`src/rtl/drc_pkg.sv`:
```
package drc_pkg;

	// field widths
	localparam int ADDR_W = 14;
	localparam int COL_W  = 6;
	localparam int ROW_W  = 8;
	localparam int LEFT_W = 9;
	localparam int TOP_W  = 8;
	localparam int DIM_W  = 7;
	localparam int W_W    = 10;
	localparam int H_W    = 9;

	// display geometry
	localparam int SCREEN_WIDTH  = 384;
	localparam int SCREEN_HEIGHT = 256;
	localparam int TILE_SIZE     = 64;

	// box limits, spans are max minus min
	localparam int MAX_COL_SPAN = 7;
	localparam int MAX_ROW_SPAN = 63;
	localparam int COL_SHIFT    = 3;

	// per-request output cap
	localparam int MAX_RESULTS = 24;
	localparam int CNT_W       = $clog2(MAX_RESULTS);

	// request kinds
	typedef enum logic [1:0] {
		REQ_WRITE   = 2'd0,
		REQ_REFRESH = 2'd1,
		REQ_IDLE    = 2'd2
	} req_t;

	// area to be cut into tiles
	typedef struct packed {
		logic [LEFT_W-1:0] left;
		logic [TOP_W-1:0]  top;
		logic [W_W-1:0]    width;
		logic [H_W-1:0]    height;
	} area_t;

	// up to two areas caused by one request
	typedef struct packed {
		logic  a0_valid;
		area_t a0;
		logic  a1_valid;
		area_t a1;
	} work_t;

	// one output rectangle
	typedef struct packed {
		logic [DIM_W-1:0]  height;
		logic [DIM_W-1:0]  width;
		logic [TOP_W-1:0]  top;
		logic [LEFT_W-1:0] left;
	} rect_t;

endpackage

```
`src/rtl/drc_box.sv`:
```
module drc_box (
	input  logic                          clk,
	input  logic                          arst_n,
	input  logic                          take,
	input  drc_pkg::req_t                 req,
	input  logic [drc_pkg::ADDR_W-1:0]    addr,
	input  logic                          word_access,
	output drc_pkg::work_t                work
);
	import drc_pkg::*;

	typedef struct packed {
		logic             empty;
		logic [COL_W-1:0] min_col;
		logic [COL_W-1:0] max_col;
		logic [ROW_W-1:0] min_row;
		logic [ROW_W-1:0] max_row;
	} box_t;

	typedef struct packed {
		box_t  box;
		logic  flush;
		area_t area;
	} absorb_t;

	box_t box_q;
	box_t box_d;

	// pending box as a pixel area
	function automatic area_t box_area(input box_t b);
		area_t a;
		a.left   = LEFT_W'({b.min_col, 3'b000});
		a.top    = b.min_row;
		a.width  = (W_W'(b.max_col - b.min_col) + W_W'(1)) << COL_SHIFT;
		a.height = H_W'(b.max_row - b.min_row) + H_W'(1);
		return a;
	endfunction

	// add one address to the box, flushing when the span grows too large
	function automatic absorb_t absorb(input box_t b, input logic [ADDR_W-1:0] a);
		absorb_t          r;
		logic [COL_W-1:0] col;
		logic [ROW_W-1:0] row;
		logic [COL_W-1:0] lo_c;
		logic [COL_W-1:0] hi_c;
		logic [ROW_W-1:0] lo_r;
		logic [ROW_W-1:0] hi_r;
		col  = a[ADDR_W-1:ROW_W];
		row  = a[ROW_W-1:0];
		lo_c = (col < b.min_col) ? col : b.min_col;
		hi_c = (col > b.max_col) ? col : b.max_col;
		lo_r = (row < b.min_row) ? row : b.min_row;
		hi_r = (row > b.max_row) ? row : b.max_row;
		r.area  = box_area(b);
		r.flush = 1'b0;
		r.box   = '{empty: 1'b0, min_col: col, max_col: col, min_row: row, max_row: row};
		if (!b.empty) begin
			if ((hi_c - lo_c) > COL_W'(MAX_COL_SPAN) || (hi_r - lo_r) > ROW_W'(MAX_ROW_SPAN)) begin
				r.flush = 1'b1;
			end else begin
				r.box = '{empty: 1'b0, min_col: lo_c, max_col: hi_c,
					min_row: lo_r, max_row: hi_r};
			end
		end
		return r;
	endfunction

	absorb_t           r_first;
	absorb_t           r_second;
	logic [ADDR_W-1:0] addr_next;

	assign addr_next = addr + ADDR_W'(1);
	assign r_first   = absorb(box_q, addr);
	assign r_second  = absorb(r_first.box, addr_next);

	// areas and next box for the current request
	always_comb begin
		box_d         = box_q;
		work.a0_valid = 1'b0;
		work.a0       = box_area(box_q);
		work.a1_valid = 1'b0;
		work.a1       = r_second.area;
		case (req)
			REQ_WRITE: begin
				box_d = word_access ? r_second.box : r_first.box;
				if (r_first.flush) begin
					work.a0_valid = 1'b1;
					work.a0       = r_first.area;
					work.a1_valid = word_access && r_second.flush;
				end else begin
					work.a0_valid = word_access && r_second.flush;
					work.a0       = r_second.area;
				end
			end
			REQ_REFRESH: begin
				box_d.empty   = 1'b1;
				work.a0_valid = 1'b1;
				work.a0       = '{left: '0, top: '0, width: W_W'(SCREEN_WIDTH),
					height: H_W'(SCREEN_HEIGHT)};
			end
			REQ_IDLE: begin
				box_d.empty   = 1'b1;
				work.a0_valid = !box_q.empty;
			end
			default: begin
				box_d = box_q;
			end
		endcase
	end

	// box state
	always_ff @(posedge clk or negedge arst_n) begin
		if (!arst_n) begin
			box_q <= '{empty: 1'b1, default: '0};
		end else if (take) begin
			box_q <= box_d;
		end
	end

endmodule

```
`src/rtl/drc_tiler.sv`:
```
module drc_tiler (
	input  logic           clk,
	input  logic           arst_n,
	input  logic           take,
	input  drc_pkg::work_t work,
	output logic           free,
	input  logic           m_tready,
	output logic           m_tvalid,
	output drc_pkg::rect_t rect,
	output logic           m_tlast
);
	import drc_pkg::*;

	logic             busy_q;
	logic [W_W-1:0]   cx_q;
	logic [H_W-1:0]   cy_q;
	logic [W_W-1:0]   rw_q;
	logic [H_W-1:0]   rh_q;
	logic [TOP_W-1:0] top_q;
	logic [H_W-1:0]   ht_q;
	logic             pend_vld_q;
	area_t            pend_q;
	logic [CNT_W-1:0] cnt_q;
	logic             m_tvalid_q;
	rect_t            rect_q;
	logic             last_q;

	logic [W_W-1:0] dw;
	logic [H_W-1:0] dh;
	logic           more_rows;
	logic           more_cols;
	logic           cap_hit;
	logic           item_end;
	logic           step;

	// current tile size and walk position
	assign dw        = (rw_q < W_W'(TILE_SIZE)) ? rw_q : W_W'(TILE_SIZE);
	assign dh        = (rh_q < H_W'(TILE_SIZE)) ? rh_q : H_W'(TILE_SIZE);
	assign more_rows = rh_q > dh;
	assign more_cols = rw_q > dw;
	assign cap_hit   = cnt_q == CNT_W'(MAX_RESULTS - 1);
	assign item_end  = cap_hit || (!more_rows && !more_cols && !pend_vld_q);
	assign step      = busy_q && (!m_tvalid_q || m_tready);
	assign free      = !busy_q || (step && item_end);

	// tile walker, column-major
	always_ff @(posedge clk or negedge arst_n) begin
		if (!arst_n) begin
			busy_q     <= 1'b0;
			pend_vld_q <= 1'b0;
			cnt_q      <= '0;
		end else if (take) begin
			busy_q     <= work.a0_valid;
			pend_vld_q <= work.a1_valid;
			cnt_q      <= '0;
		end else if (step) begin
			cnt_q <= cnt_q + CNT_W'(1);
			if (item_end) begin
				busy_q <= 1'b0;
			end else if (!more_rows && !more_cols) begin
				pend_vld_q <= 1'b0;
			end
		end
	end

	// walker payload
	always_ff @(posedge clk) begin
		if (take) begin
			cx_q   <= W_W'(work.a0.left);
			cy_q   <= H_W'(work.a0.top);
			rw_q   <= work.a0.width;
			rh_q   <= work.a0.height;
			top_q  <= work.a0.top;
			ht_q   <= work.a0.height;
			pend_q <= work.a1;
		end else if (step) begin
			if (more_rows) begin
				cy_q <= cy_q + dh;
				rh_q <= rh_q - dh;
			end else if (more_cols) begin
				cx_q <= cx_q + dw;
				rw_q <= rw_q - dw;
				cy_q <= H_W'(top_q);
				rh_q <= ht_q;
			end else begin
				cx_q  <= W_W'(pend_q.left);
				cy_q  <= H_W'(pend_q.top);
				rw_q  <= pend_q.width;
				rh_q  <= pend_q.height;
				top_q <= pend_q.top;
				ht_q  <= pend_q.height;
			end
		end
	end

	// output register
	always_ff @(posedge clk or negedge arst_n) begin
		if (!arst_n) begin
			m_tvalid_q <= 1'b0;
		end else if (step) begin
			m_tvalid_q <= 1'b1;
		end else if (m_tready) begin
			m_tvalid_q <= 1'b0;
		end
	end

	always_ff @(posedge clk) begin
		if (step) begin
			rect_q.left   <= cx_q[LEFT_W-1:0];
			rect_q.top    <= cy_q[TOP_W-1:0];
			rect_q.width  <= dw[DIM_W-1:0];
			rect_q.height <= dh[DIM_W-1:0];
			last_q        <= item_end;
		end
	end

	assign m_tvalid = m_tvalid_q;
	assign rect     = rect_q;
	assign m_tlast  = last_q;

`ifndef ASSERT_OFF
	a_take_when_free: assert property (@(posedge clk) disable iff (!arst_n)
		take |-> free)
		else $error("request taken while walker still has work");

	a_rect_size: assert property (@(posedge clk) disable iff (!arst_n)
		m_tvalid |-> (rect.width != '0 && rect.width <= DIM_W'(TILE_SIZE)
			&& rect.height != '0 && rect.height <= DIM_W'(TILE_SIZE)))
		else $error("rectangle size out of tile range");

	a_walk_nonempty: assert property (@(posedge clk) disable iff (!arst_n)
		busy_q |-> (rw_q != '0 && rh_q != '0))
		else $error("walker busy on empty area");

	a_cap: assert property (@(posedge clk) disable iff (!arst_n)
		busy_q |-> (cnt_q <= CNT_W'(MAX_RESULTS - 1)))
		else $error("rectangle count past cap");
`endif

endmodule

```
`src/rtl/dirty_rectangle_coalescer_unit.sv`:
```
// channel  | dir | tdata (low bit up)                           | tuser    | tlast
// s_       | in  | addr[13:0], word_access[14], zero pad [15]    | req_type | -
// m_       | out | rect_left[8:0], rect_top[16:9],               | -        | last
//          |     | rect_width[23:17], rect_height[30:24], pad   |          |
//
// a request waits in the input register, then box update and area setup load the
// tile walker, which loads one rectangle a cycle into the output register unless
// the output stalls; writes that flush nothing go through at one per cycle while
// the walker is idle; a request that emits n rectangles holds the next one until
// the tile walker frees up (24 rectangles for a full refresh at 384x256)
// reset clears the box to empty and drops all requests in flight
// a stalled output holds the walker, which in turn holds the input register
module dirty_rectangle_coalescer_unit (
	input  logic        clk,
	input  logic        arst_n,
	input  logic        s_tvalid,
	output logic        s_tready,
	input  logic [15:0] s_tdata,  // addr, word_access
	input  logic [1:0]  s_tuser,  // req_type
	output logic        m_tvalid,
	input  logic        m_tready,
	output logic [31:0] m_tdata,  // rect_left, rect_top, rect_width, rect_height
	output logic        m_tlast
);
	import drc_pkg::*;

	logic              valid_s1;
	req_t              req_s1;
	logic [ADDR_W-1:0] addr_s1;
	logic              word_s1;

	logic  take;
	logic  free;
	work_t work;
	rect_t rect;

	assign take     = valid_s1 && free;
	assign s_tready = !valid_s1 || take;

	// input register
	always_ff @(posedge clk or negedge arst_n) begin
		if (!arst_n) begin
			valid_s1 <= 1'b0;
		end else if (s_tvalid && s_tready) begin
			valid_s1 <= 1'b1;
		end else if (take) begin
			valid_s1 <= 1'b0;
		end
	end

	always_ff @(posedge clk) begin
		if (s_tvalid && s_tready) begin
			req_s1  <= req_t'(s_tuser);
			addr_s1 <= s_tdata[ADDR_W-1:0];
			word_s1 <= s_tdata[ADDR_W];
		end
	end

	drc_box u_box (
		.clk         (clk),
		.arst_n      (arst_n),
		.take        (take),
		.req         (req_s1),
		.addr        (addr_s1),
		.word_access (word_s1),
		.work        (work)
	);

	drc_tiler u_tiler (
		.clk      (clk),
		.arst_n   (arst_n),
		.take     (take),
		.work     (work),
		.free     (free),
		.m_tready (m_tready),
		.m_tvalid (m_tvalid),
		.rect     (rect),
		.m_tlast  (m_tlast)
	);

	// pack result fields
	assign m_tdata = {1'b0, rect.height, rect.width, rect.top, rect.left};

endmodule
```
`config.mk`:
```
export PLATFORM = sky130hd
export DESIGN_NAME = dirty_rectangle_coalescer_unit
export DESIGN_NICKNAME = d
export VERILOG_FILES = /design/src/rtl/drc_pkg.sv /design/src/rtl/drc_box.sv /design/src/rtl/drc_tiler.sv /design/src/rtl/dirty_rectangle_coalescer_unit.sv
export SDC_FILE = /design/constraint.sdc
export NUM_CORES = 1
export LEC_CHECK = 0
export ABC_AREA = 1
export BUFFER_PORTS_ARGS = -buffer_cell sky130_fd_sc_hd__buf_2
export CORE_MARGIN = 2
export CORE_UTILIZATION = 65
export DETAILED_ROUTE_END_ITERATION = 7
export GPL_TIMING_DRIVEN = 0
export PLACE_DENSITY = 0.83
export SKIP_CTS_REPAIR_TIMING = 1
export SLEW_MARGIN = 20
export SYNTH_ARGS = -nofsm -noshare
export SYNTH_HDL_FRONTEND = slang
export SYNTH_SLANG_ARGS = --single-unit
```
`constraint.sdc`:
```
create_clock -name clk -period 20.2 [get_ports clk]
set_input_delay 2.02 -clock clk [delete_from_list [all_inputs] [get_ports clk]]
set_output_delay 2.02 -clock clk [all_outputs]
set_load 0.1 [all_outputs]
```
==> reports/metrics.yaml <==
drt:
  drt_iter0_drc: 1229
  dr.pass1.iters: 8
  route.met3.wl_microns: 2850
  routed_wl_microns: 35900
  maxUsedRoutingLayer: "met4"
  drc: 5
  wl_met1_microns: 14500
  wl_met2_microns: 17100
  via_count: 11984
  wl_per_cell_microns: 17.4
  ant_nets: 0
  viasPerCell: 5.81
global_route:
  grt_first_pass_wirelength_microns: 57900
  grt_pass1_vias: 11420
  antenna_found_initial: 0
  grt_max_degree: 39
  grt_usage: 0.342
  overflow: 0
critical_path:
  crit_path_end_kind: "flop"
  endpoint: "u_box.box_q[10]"
  reg2reg_to: "u_box.box_q[10]"
  cpMaxStageDelayCell: "edfxtp_1"
  critical_path_class: "flop to flop"
  arrival_ns: 8.77
  max_stage_delay_ns: 0.54
  cp-start-kind: "flop"
  timing.rr.start: "addr_s1[13]"
  required_ns: 20.53
  rr_worst_depth: 52
  cp_common_cell: "nand2_1"
  startpoint: "addr_s1[13]"
  r2r_setup_slack_ns: 11.76
  crit_path_max_fanout: 10
clock_network:
  clk_path_buf_depth: 2
  h-tree-depth: 4
  cts_tree: "done"
  numCtsBuffers: 17
  root_buffer: "clkbuf_16"
  clock-sinks: 170
  clk_latency_ns: 0.45
  cts.clk_slew.worst_paths_ns: 0.08
finish:
  fin_nets: 1955
  antenna_cells: 0
  layout_common_cells: "nand2_1 (435), inv_1 (235), nor2_1 (150)"
  utilization: 0.721
  fillCellCount: 1556
  final_common_cell: "nand2_1"
  drive_gt1_frac: 0.0832
  syn_to_final_growth_pct: 9.47
synth:
  yosysUniqueCellTypes: 54
  ys_ff_latch: 170
  synth_warnings: 0
  synthCells: 1701
  syn_avg_cell_area_sq_um: 7.79
  yosysSeqAreaShare: 0.371
  synth_ff_type: "edfxtp_1"
  syn_area_sq_um: 13200
  synthArstFlopShare: 0.224
  synth_edf_count: 132
die:
  start_util: 0.659
  dieHeight_microns: 147
  core_area_sq_um: 20100
  dieArea_sq_um: 21500
  die_w_microns: 147
  num_rows: 52
  num_io_pins: 57
sta:
  fin_crit_sh: 0.418
  tightest_slew_ns: 1.01
  fin_tns_setup_ns: 0
  hold_violations: 0
  slew_headroom: 0.326
  fmax_mhz: 118
  rsz0062_at_grt: "no"
  fin_ws_ns: 11.76
  finalSetupViolations: 0
  period_needed_ns: 8.44
  maxSlewViolCount: 0
  fin_skew_ns: 0.0116
  fin_hold_ws_ns: 0.450
placed_design:
  place_ws_ns: 11.95
  gp_congestion: 0.952
  portBuffers: 54
  dp_hpwl_microns: 27700
outcome:
  status: "complete, but fails checks"
  violations: "design-rule violations"
hold_path:
  hold_class: "flop to flop"
  hold_depth: 0
  hp-start: "u_tiler.cx_q[5]"
run:
  max-cap-violations: 0
synth_stat cells, types with 4 or more instances:
cell	count	area share
nand2_1	435	0.12
inv_1	236	0.067
nor2_1	151	0.043
ha_1	148	0.14
o21ai_0	139	0.053
edfxtp_1	132	0.30
a21oi_1	87	0.033
clkbuf_1	42	0.012
nand3_1	42	0.016
dfrtp_1	37	0.070
o21ai_1	36	0.014
xor2_1	30	0.020
o211ai_1	17	0.0096
xnor2_1	16	0.011
nand2_2	13	0.0061
nand4_1	11	0.0052
a21oi_2	10	0.0066
o22ai_1	10	0.0047
a32oi_1	9	0.0060
nor3_1	9	0.0034
o21bai_1	8	0.0045
fa_1	7	0.011
inv_2	7	0.0020
or2_2	6	0.0028
a211oi_1	4	0.0023
buf_6	4	0.0034
o21a_1	4	0.0023
o31ai_1	4	0.0023
layer usage:
| layer | vias to the layer above | GRT usage |
|---|---|---|
| met2 | 622 | 0.579 |
| met3 | 111 | 0.0413 |
| met1 | 5463 | 0.444 |
| met4 | 0 | 0.147 |
| met5 | - | 0 |
| li1 | 5788 | - |
how the worst min path moves through the flow:
stage / endpoint
after CTS: u_tiler.rect[5]
after floorplan: u_tiler.rect[0]
final: u_tiler.rect[5]
after global placement: u_tiler.rect[11]
after detailed placement: u_tiler.rect[5]
after global routing: u_tiler.rect[5]
stage by stage:
stage	area, sq um	cells
2_1_floorplan	13300	1703
3_3_place_gp	13900	2027
3_5_place_dp	13900	2029
4_1_cts	14500	2061
5_1_grt	14500	2061
6_report	14500	2061
worst max-delay path: cells and delay by family, from the launching register on:
kind	cells	cell delay, ns
simple gates	28	2.94
fa+ha+maj	4	1.37
flops	1	0.54
buf+inv	8	1.82
compound gates	12	1.64
final cells by class:
class                      instances  area [sq um]  area share
clock buffer                      17           425      0.0293
multi-input combinational       1237          7200       0.497
tap                              270           338      0.0233
timing repair buffer              56           310      0.0214
inverter                         244           916      0.0632
clock inverter                    15           160      0.0110
buffer                            52           236      0.0163
sequential                       170          4920       0.339
logic make-up (layout without fill, tap and decap cells):
kind of cell | count (synthesis) | in the layout | synth area share
adder cells (fa/ha/maj) | 155 | 155 | 0.150
other | 2 | 4 | 0.000567
multiplexers | 3 | 3 | 0.00227
AO/OA/AOI/OAI | 346 | 346 | 0.148
buffers and inverters | 296 | 384 | 0.0869
AND/OR/NAND/NOR | 683 | 683 | 0.210
flip-flops | 170 | 170 | 0.371
XOR/XNOR | 46 | 46 | 0.0304
state kept, by name, indices dropped and copies added (netlist names):
| register | cells |
|---|---|
| u_tiler.cnt_q | 5 |
| u_tiler.pend_q | 30 |
| u_tiler.m_tvalid | 1 |
| valid_s1 | 1 |
| u_tiler.m_tlast | 1 |
| u_tiler.rect | 31 |
| u_box.box_q | 29 |
| u_tiler.cy_q | 8 |
| u_tiler.cx_q | 9 |
| u_tiler.rw_q | 10 |
| u_tiler.busy_q | 1 |
| req_s1 | 2 |
| u_tiler.ht_q | 9 |
| u_tiler.top_q | 8 |
| word_s1 | 1 |
| u_tiler.rh_q | 9 |
| u_tiler.pend_vld_q | 1 |
| addr_s1 | 14 |
Power is left out: the tool's default activity adds up to more than one toggle a clock period on the data nets, which glitch-free logic cannot reach.
